### src/hdl/afc_pkg.sv
// afc_pkg: shared types, constants and the crc byte update for the ack frame checker
// no dependencies; imported by afc_core and ack_frame_checker_unit
package afc_pkg;

  localparam logic [15:0] CrcInit = 16'hFFFF;
  localparam logic [15:0] CrcPoly = 16'h8408;
  localparam logic [15:0] CrcLowMask = 16'h00FF;
  localparam logic [6:0]  LenMin = 7'd5;
  localparam logic [6:0]  LenMax = 7'd64;

  typedef enum logic [2:0] {
    ST_OK           = 3'd0,
    ST_BAD_CRC      = 3'd1,
    ST_ERROR_MSG    = 3'd2,
    ST_UNIDENTIFIED = 3'd3,
    ST_BAD_LENGTH   = 3'd4,
    ST_BAD_HEADER   = 3'd5
  } status_t;

  typedef enum logic [7:0] {
    REG_HEADER     = 8'd0,
    REG_RAW_TYPE   = 8'd1,
    REG_ERROR_TYPE = 8'd2,
    REG_FRAME_LEN  = 8'd3
  } reg_index_t;

  typedef struct packed {
    logic [7:0] header_value;
    logic [7:0] raw_type_value;
    logic [7:0] error_type_value;
    logic [6:0] frame_length;
  } cfg_t;

  // reflected crc-16/x.25 update, one byte, lsb first
  function automatic logic [15:0] crc_byte(input logic [15:0] crc, input logic [7:0] b);
    logic [15:0] c;
    c = crc ^ {8'h00, b};
    for (int k = 0; k < 8; k++) begin
      if (c[0]) begin
        c = (c >> 1) ^ CrcPoly;
      end else begin
        c = c >> 1;
      end
    end
    return c;
  endfunction

endpackage

### src/hdl/afc_core.sv
// afc_core: per-frame state of the ack frame checker (position, crc, field checks)
// depends on afc_pkg; driven one byte per step by ack_frame_checker_unit
module afc_core (
  input  logic             clk,
  input  logic             rst,
  input  afc_pkg::cfg_t    cfg,
  input  logic             step,
  input  logic [7:0]       rx_byte,
  input  logic             first,
  output logic             result_valid,
  output afc_pkg::status_t result_status
);
  import afc_pkg::*;

  logic [6:0]  byte_count;
  logic [15:0] crc_acc;
  logic        header_good;
  logic        length_good;
  logic [7:0]  type_seen;
  logic [7:0]  crc_low_seen;
  logic        frame_finished;

  logic [6:0]  byte_count_next;
  logic [15:0] crc_acc_next;
  logic        header_good_next;
  logic        length_good_next;
  logic [7:0]  type_seen_next;
  logic [7:0]  crc_low_seen_next;
  logic        frame_finished_next;

  logic [6:0]  len;
  logic [6:0]  len_m2;
  logic [15:0] crc_fin;
  logic        active;
  logic        last;

  // clamp the frame length into the supported range
  always_comb begin
    if (cfg.frame_length < LenMin) begin
      len = LenMin;
    end else if (cfg.frame_length > LenMax) begin
      len = LenMax;
    end else begin
      len = cfg.frame_length;
    end
    len_m2 = len - 7'd2;
  end

  always_comb begin
    // a first byte restarts the frame before the byte is handled
    if (first) begin
      byte_count_next     = '0;
      crc_acc_next        = CrcInit;
      header_good_next    = 1'b0;
      length_good_next    = 1'b0;
      type_seen_next      = '0;
      crc_low_seen_next   = '0;
      frame_finished_next = 1'b0;
    end else begin
      byte_count_next     = byte_count;
      crc_acc_next        = crc_acc;
      header_good_next    = header_good;
      length_good_next    = length_good;
      type_seen_next      = type_seen;
      crc_low_seen_next   = crc_low_seen;
      frame_finished_next = frame_finished;
    end
    active        = !frame_finished_next;
    last          = 1'b0;
    result_status = ST_OK;
    crc_fin       = ~crc_acc_next;
    if (active) begin
      if (byte_count_next == 7'd0) header_good_next = (rx_byte == cfg.header_value);
      if (byte_count_next == 7'd1) length_good_next = (rx_byte == {1'b0, len});
      if (byte_count_next == 7'd2) type_seen_next = rx_byte;
      if (byte_count_next == len_m2) crc_low_seen_next = rx_byte;
      if (byte_count_next < len_m2) crc_acc_next = crc_byte(crc_acc_next, rx_byte);
      last = (byte_count_next == len - 7'd1);
      if (!header_good_next) begin
        result_status = ST_BAD_HEADER;
      end else if (!length_good_next) begin
        result_status = ST_BAD_LENGTH;
      end else if (type_seen_next == cfg.raw_type_value) begin
        result_status = (crc_low_seen_next == crc_fin[7:0] && rx_byte == crc_fin[15:8])
                        ? ST_OK : ST_BAD_CRC;
      end else if (type_seen_next == cfg.error_type_value) begin
        result_status = ST_ERROR_MSG;
      end else begin
        result_status = ST_UNIDENTIFIED;
      end
      byte_count_next = byte_count_next + 7'd1;
      if (last) frame_finished_next = 1'b1;
    end
    result_valid = active && last;
  end

  always_ff @(posedge clk) begin
    if (rst) begin
      byte_count     <= '0;
      crc_acc        <= CrcInit;
      header_good    <= 1'b0;
      length_good    <= 1'b0;
      type_seen      <= '0;
      crc_low_seen   <= '0;
      frame_finished <= 1'b1;
    end else if (step) begin
      byte_count     <= byte_count_next;
      crc_acc        <= crc_acc_next;
      header_good    <= header_good_next;
      length_good    <= length_good_next;
      type_seen      <= type_seen_next;
      crc_low_seen   <= crc_low_seen_next;
      frame_finished <= frame_finished_next;
    end
  end

endmodule

### src/hdl/ack_frame_checker_unit.sv
// ack_frame_checker_unit: checks acknowledge frames with a crc-16/x.25 trailer
// depends on afc_pkg and afc_core
//
// usage: received bytes enter on the in channel (rx_byte, first), one transaction
// per byte; set first on the byte that opens a frame. on the frame's last byte
// (frame_length bytes in) one status leaves on the out channel. bytes after the
// status give nothing until the next first byte.
// configuration: cfg channel, cfg_index 0..3 selects header, raw type, error type
// and frame length; other indexes are dropped. cfg_ready is always high.
// path: a byte is held in the input register and its status is then loaded into the
// output register, which drives out_valid and status until the status is taken.
// throughput: one byte per cycle while the output is not stalled, set by the byte-wide
// crc update between the input and output registers.
// stall: while the output holds an untaken status the held byte cannot move on;
// an empty input register still takes one byte, then in_ready stays low until the
// status is taken. nothing is dropped.
// reset: clears both registers and leaves the checker waiting for a first byte;
// configuration goes back to zero with a frame length of 5.
module ack_frame_checker_unit (
  input  logic       clk,
  input  logic       rst,
  input  logic       cfg_valid,
  output logic       cfg_ready,
  input  logic [7:0] cfg_index,
  input  logic [7:0] cfg_data,
  input  logic       in_valid,
  output logic       in_ready,
  input  logic [7:0] rx_byte,
  input  logic       first,
  output logic       out_valid,
  input  logic       out_ready,
  output logic [2:0] status
);
  import afc_pkg::*;

  cfg_t       cfg;
  logic       in_full;
  logic [7:0] in_byte;
  logic       in_first;
  logic       advance;
  logic       result_valid;
  status_t    result_status;
  status_t    status_reg;

  assign cfg_ready = 1'b1;

  always_ff @(posedge clk) begin
    if (rst) begin
      cfg.header_value     <= '0;
      cfg.raw_type_value   <= '0;
      cfg.error_type_value <= '0;
      cfg.frame_length     <= LenMin;
    end else if (cfg_valid && cfg_ready) begin
      unique case (cfg_index)
        REG_HEADER:     cfg.header_value <= cfg_data;
        REG_RAW_TYPE:   cfg.raw_type_value <= cfg_data;
        REG_ERROR_TYPE: cfg.error_type_value <= cfg_data;
        REG_FRAME_LEN:  cfg.frame_length <= cfg_data[6:0];
        default: ;
      endcase
    end
  end

  // the held byte moves on when the output register is free or being emptied
  assign advance  = in_full && (!out_valid || out_ready);
  assign in_ready = !in_full || advance;

  always_ff @(posedge clk) begin
    if (rst) begin
      in_full <= 1'b0;
    end else if (in_ready) begin
      in_full <= in_valid;
    end
  end

  always_ff @(posedge clk) begin
    if (in_valid && in_ready) begin
      in_byte  <= rx_byte;
      in_first <= first;
    end
  end

  afc_core u_core (
    .clk           (clk),
    .rst           (rst),
    .cfg           (cfg),
    .step          (advance),
    .rx_byte       (in_byte),
    .first         (in_first),
    .result_valid  (result_valid),
    .result_status (result_status)
  );

  always_ff @(posedge clk) begin
    if (rst) begin
      out_valid <= 1'b0;
    end else if (advance) begin
      out_valid <= result_valid;
    end else if (out_ready) begin
      out_valid <= 1'b0;
    end
  end

  always_ff @(posedge clk) begin
    if (advance && result_valid) begin
      status_reg <= result_status;
    end
  end

  assign status = status_reg;

  a_status_range: assert property (@(posedge clk) disable iff (rst)
    out_valid |-> (status <= ST_BAD_HEADER))
    else $error("status code out of range");

  a_free_accepts: assert property (@(posedge clk) disable iff (rst)
    !out_valid |-> in_ready)
    else $error("input stalled with an empty output register");

  a_reset_clears: assert property (@(posedge clk)
    rst |=> (!out_valid && !in_full))
    else $error("pipeline not empty after reset");

  a_no_result_idle: assert property (@(posedge clk) disable iff (rst)
    (!in_full && (!out_valid || out_ready)) |=> !out_valid)
    else $error("result appeared without a byte in flight");

endmodule
### config.mk
export PLATFORM = sky130hd
export DESIGN_NAME = ack_frame_checker_unit
export DESIGN_NICKNAME = d
export VERILOG_FILES = /design/src/hdl/afc_pkg.sv /design/src/hdl/afc_core.sv /design/src/hdl/ack_frame_checker_unit.sv
export SDC_FILE = /design/constraint.sdc
export NUM_CORES = 1
export LEC_CHECK = 0
export ABC_AREA = 0
export BUFFER_PORTS_ARGS = -buffer_cell sky130_fd_sc_hd__buf_2
export CAP_MARGIN = 30
export CORE_MARGIN = 2
export CORE_UTILIZATION = 50
export CTS_CLUSTER_SIZE = 8
export DETAILED_ROUTE_END_ITERATION = 8
export GPL_TIMING_DRIVEN = 0
export PLACE_DENSITY = 0.68
export SLEW_MARGIN = 0
export SYNTH_ARGS = -nofsm -noshare
export SYNTH_HDL_FRONTEND = slang
export SYNTH_SLANG_ARGS = --single-unit
### constraint.sdc
create_clock -name clk -period 6.4 [get_ports clk]
set_input_delay 1.6 -clock clk [delete_from_list [all_inputs] [get_ports clk]]
set_output_delay 1.6 -clock clk [all_outputs]
set_load 0.02 [all_outputs]
==> reports/results.md <==
| Step | Result | Reported |
| --- | --- | --- |
| outcome | Run status | finished, final reports clean |
| timing | Final critical delay including setup and external delays | 4690 ps |
| logic synthesis | Number of synthesized register bits | 87 |
| timing | Final setup viols | 0 |
| worst setup path | Worst Setup End Kind | register |
| power and ir drop | Leakage power total | 0.00226 uW |
| logic synthesis | Cell count after synthesis | 644 |
| route | Wire length on met3 | 1.33 mm |
| worst setup path | Worst-path cell with the longest stage delay | sky130_fd_sc_hd__buf_1 |
| clock network | Buffer cell driving the clock tree root | sky130_fd_sc_hd__clkbuf_8 |
| logic synthesis | Share of synthesized registers carrying an async set or reset | 0% |
| floorplan | Die Width | 108 um |
| timing | Setup repair after global routing missed its margin | false |
| route | Vias | 5105 |
| placed design | Detailed-placement wirelength estimate | 12.2 mm |
| layout | Regs by FF count | cfg: 31 flops, u_core.crc_acc: 16 flops |
| clock network | Clock edge transition at the registers on the reported setup and hold paths | 100 ps |
| route | Average via count per standard cell | 6.12 |
| flow run | Number of maximum-capacitance violations | 0 |
| layout | Top register by number of flip-flops | cfg |
| power and ir drop | Power per unit of standard cell area | 202 nW/um^2 |
| route | Routed length per placed instance | 19.7 um |
| clock network | Number of clock sinks seen by CTS | 87 |
| worst setup path | Chain of cells forming the critical path | buf_2, buf_2, buf_1, nor2b_1, ha_1, and3_1, nand4_1, clkbuf_1, a21oi_1, o32ai_1, a311o_1, a2111oi_2, and3_1, nor3_2 |
| worst setup path | Endpoint arrival time on the critical path | 4830 ps |
| placed design | Gpl congestion | 1.00 |
| floorplan | Initial Util | 50.7% |
| layout | Top library cells by usage in the layout, fill and taps aside | sky130_fd_sc_hd__nor2_1 (102), sky130_fd_sc_hd__dfxtp_1 (75), sky130_fd_sc_hd__xnor2_1 (47) |
| timing | Final hold violation count | 0 |
| clock network | Clock tree from TritonCTS | built |
| min path | Worst min-delay path class | reg -> reg |
| clock network | CTS-repair resized insts | 0 |
| logic synthesis | Top flip-flop cell by instance count after synthesis | sky130_fd_sc_hd__dfxtp_1 |
| clock network | Htree depth | 3 |
| layout | Final nets | 730 |
| route | Wire length on met1 | 7.11 mm |
| clock network | Clock latency on the worst-skew pair | 390 ps |
| grt | Number of antenna violations at the first check in global routing | 0 |
| placed design | Number of input and output port buffers inserted | 33 |
| logic synthesis | Number of unique standard cell types used by synthesis | 81 |
| route | Final ANT Viol Nets | 0 |
| grt | Pin count of the biggest net entering global routing | 18 |
| timing | Post-route fraction of the period consumed by the critical path | 73.2% |
| worst setup path | Delay contributed by the slowest stage of the critical path | 540 ps |
| logic synthesis | Netlist Area Pre-Place | 5420 sq um |
| grt | Remaining global-route overflow | 0 |
| clock network | Total of hold buffers inserted after clock tree synthesis | 0 |
| logic synthesis | Part of the Yosys area used for sequential elements | 34.3% |
| timing | Final setup skew | 19.3 ps |
| route | Detailed-routed wire length on met2 | 7.61 mm |
| grt | First-pass GRT wire length | 26.5 mm |
| clock network | Buffer depth of the longest clock path | 2 |
| floorplan | Number of primary I/O pins | 36 |
| power and ir drop | Highest ir drop seen on vdd | 155 uV |
| worst setup path | Kind of start point of the critical path | register |
| grt | Combined global-route utilization of all metal layers | 29.7% |
| timing | Slew at the pin closest to its max-slew limit | 817 ps |
| timing | Total Negative Setup Slacks | 0 ps |
| layout | Core Util, Final | 55.9% |
| grt | Via count of the first global-routing pass | 4980 |
| timing | F_max | 213 MHz |
| logic synthesis | Synthesized area per cell | 8.42 sq um |
| worst setup path | Classification of the worst setup path | reg -> reg |
| timing | Final number of max-transition violations | 0 |
| worst setup path | Critical path fanouts, max | 10 |
| worst setup path | Dominant delay contributor by cell family on the critical path | buffers and inverters |
| route | Total routed wirelength | 16.5 mm |
| clock network | Setup repair bufs after CTS | 0 |
| layout | Number of antenna cells inserted | 0 |
| logic synthesis | Number of synthesized flops with an enable pin | 12 |
| route | Highest metal layer with signal wires | met4 |
| worst setup path | Required time at the worst-slack endpoint | 6550 ps |
| floorplan | Die area | 11700 sq um |
| floorplan | FP Rows | 38 |
| logic synthesis | Total of warnings raised by yosys | 0 |
| worst setup path | Count of buffer and inverter cells on the critical path | 4 |
| floorplan | Die extent in y | 108 um |
| layout | Largest register FFs | 31 |
| route | Initial DRC Count | 558 |
| layout | Leading cell type in the layout, fill and taps excluded | sky130_fd_sc_hd__nor2_1 |
| route | DRC | 0 |
| layout | Synthesis-to-layout area growth | 10.2% |
| floorplan | Core ar. | 10700 sq um |
| timing | Worst slew margin | 45.5% |
| route | Number of search-and-repair iterations in the first detailed-routing pass | 5 |
| layout | Fraction of final layout cells sized beyond drive strength 1 | 11.8% |
| clock network | Num CTS Buffers | 9 |
| timing | Worst-case hold slack | 507 ps |
[final cells by class]
class	count	area, sq um
Fill cell	1048	4720
Clock buffer	9	124
Buffer	44	198
Sequential cell	87	1860
Inverter	16	60.1
Timing Repair Buffer	33	165
Clock inverter	7	85.1
Multi-Input combinational cell	498	3310
Tap cell	140	175
[routing by layer]
layer | up-vias | track usage [%]
li1 | 2399 | -
met1 | 2436 | 40.1
met2 | 237 | 48.3
met3 | 33 | 4.22
met4 | 0 | 10.9
met5 | - | 0
[synthesized netlist by cell type, types with 3 or more instances]
library cell	count	area share, %
sky130_fd_sc_hd__nand3_1	6	0.55
sky130_fd_sc_hd__inv_1	15	1.0
sky130_fd_sc_hd__or3_1	9	1.0
sky130_fd_sc_hd__a31oi_1	6	0.69
sky130_fd_sc_hd__edfxtp_1	12	6.6
sky130_fd_sc_hd__or4_1	4	0.55
sky130_fd_sc_hd__mux2i_1	27	5.0
sky130_fd_sc_hd__nor2b_1	10	1.2
sky130_fd_sc_hd__a21o_1	12	1.7
sky130_fd_sc_hd__nor3_1	17	1.6
sky130_fd_sc_hd__xor2_1	19	3.1
sky130_fd_sc_hd__xnor2_1	47	7.6
sky130_fd_sc_hd__nand2b_1	7	0.81
sky130_fd_sc_hd__buf_1	7	0.48
sky130_fd_sc_hd__nand4_1	6	0.69
sky130_fd_sc_hd__a2111oi_0	7	1.1
sky130_fd_sc_hd__a31o_2	3	0.48
sky130_fd_sc_hd__o21ai_1	3	0.28
sky130_fd_sc_hd__o21ai_0	11	1.0
sky130_fd_sc_hd__nor4_1	7	0.81
sky130_fd_sc_hd__clkbuf_1	23	1.6
sky130_fd_sc_hd__o32ai_1	7	1.1
sky130_fd_sc_hd__a211oi_1	15	2.1
sky130_fd_sc_hd__a21oi_1	26	2.4
sky130_fd_sc_hd__nor2_1	102	7.1
sky130_fd_sc_hd__nand2_1	44	3.0
sky130_fd_sc_hd__dfxtp_1	75	28
sky130_fd_sc_hd__buf_2	11	1.0
sky130_fd_sc_hd__a22oi_1	17	2.4
sky130_fd_sc_hd__ha_1	11	2.5
sky130_fd_sc_hd__and3_1	4	0.46
sky130_fd_sc_hd__nor3b_1	6	0.83
sky130_fd_sc_hd__a22o_1	4	0.65
sky130_fd_sc_hd__o21bai_1	6	0.83
[where the power goes]
part	switching [uW]	internal [uW]
Clock	232	190
Combinational	124	72.0
Sequential	20.8	570
[path summary, 6_finish.rpt]
check,startpoint,to,slack (ps),cells after the start
max reg2reg,in_first,status[0],1710,14
max,in_first,status[0],1710,14
min reg2reg,u_core.type_seen[2],u_core.type_seen[2],510,2
min,u_core.type_seen[2],u_core.type_seen[2],510,2
[cell families (layout without fill, tap and decap cells)]
logic type,count (synthesis),count (layout),synth area share (%)
mux,28,28,5.19
other cells,1,2,0.0692
xor+xnor,67,67,11.1
flops,87,87,34.3
simple gates,246,246,22.8
compound gates,143,143,19.1
fa+ha+maj,12,12,2.75
buf+inv,60,109,4.75
[worst register-to-register path, cell delays in order (launching register included)]
cell and delay, ps:
sky130_fd_sc_hd__edfxtp_1 410, sky130_fd_sc_hd__buf_2 260, sky130_fd_sc_hd__buf_2 310, sky130_fd_sc_hd__buf_1 540
sky130_fd_sc_hd__nor2b_1 250, sky130_fd_sc_hd__ha_1 330, sky130_fd_sc_hd__and3_1 230, sky130_fd_sc_hd__nand4_1 290
sky130_fd_sc_hd__clkbuf_1 320, sky130_fd_sc_hd__a21oi_1 380, sky130_fd_sc_hd__o32ai_1 140, sky130_fd_sc_hd__a311o_1 340
sky130_fd_sc_hd__a2111oi_2 350, sky130_fd_sc_hd__and3_1 240, sky130_fd_sc_hd__nor3_2 60
[per-stage QoR]
stage	power (uW)	setup WS [ps]	instance area, sq um	std cells
after global routing	1260	1590	5980	834
final	1210	1710	5980	834
after floorplan	728	2870	5430	645
after detailed placement	794	1860	5770	818
after CTS	1210	1830	5980	834
after global placement	790	1840	5770	818
(Power assumes the default switching activity.)
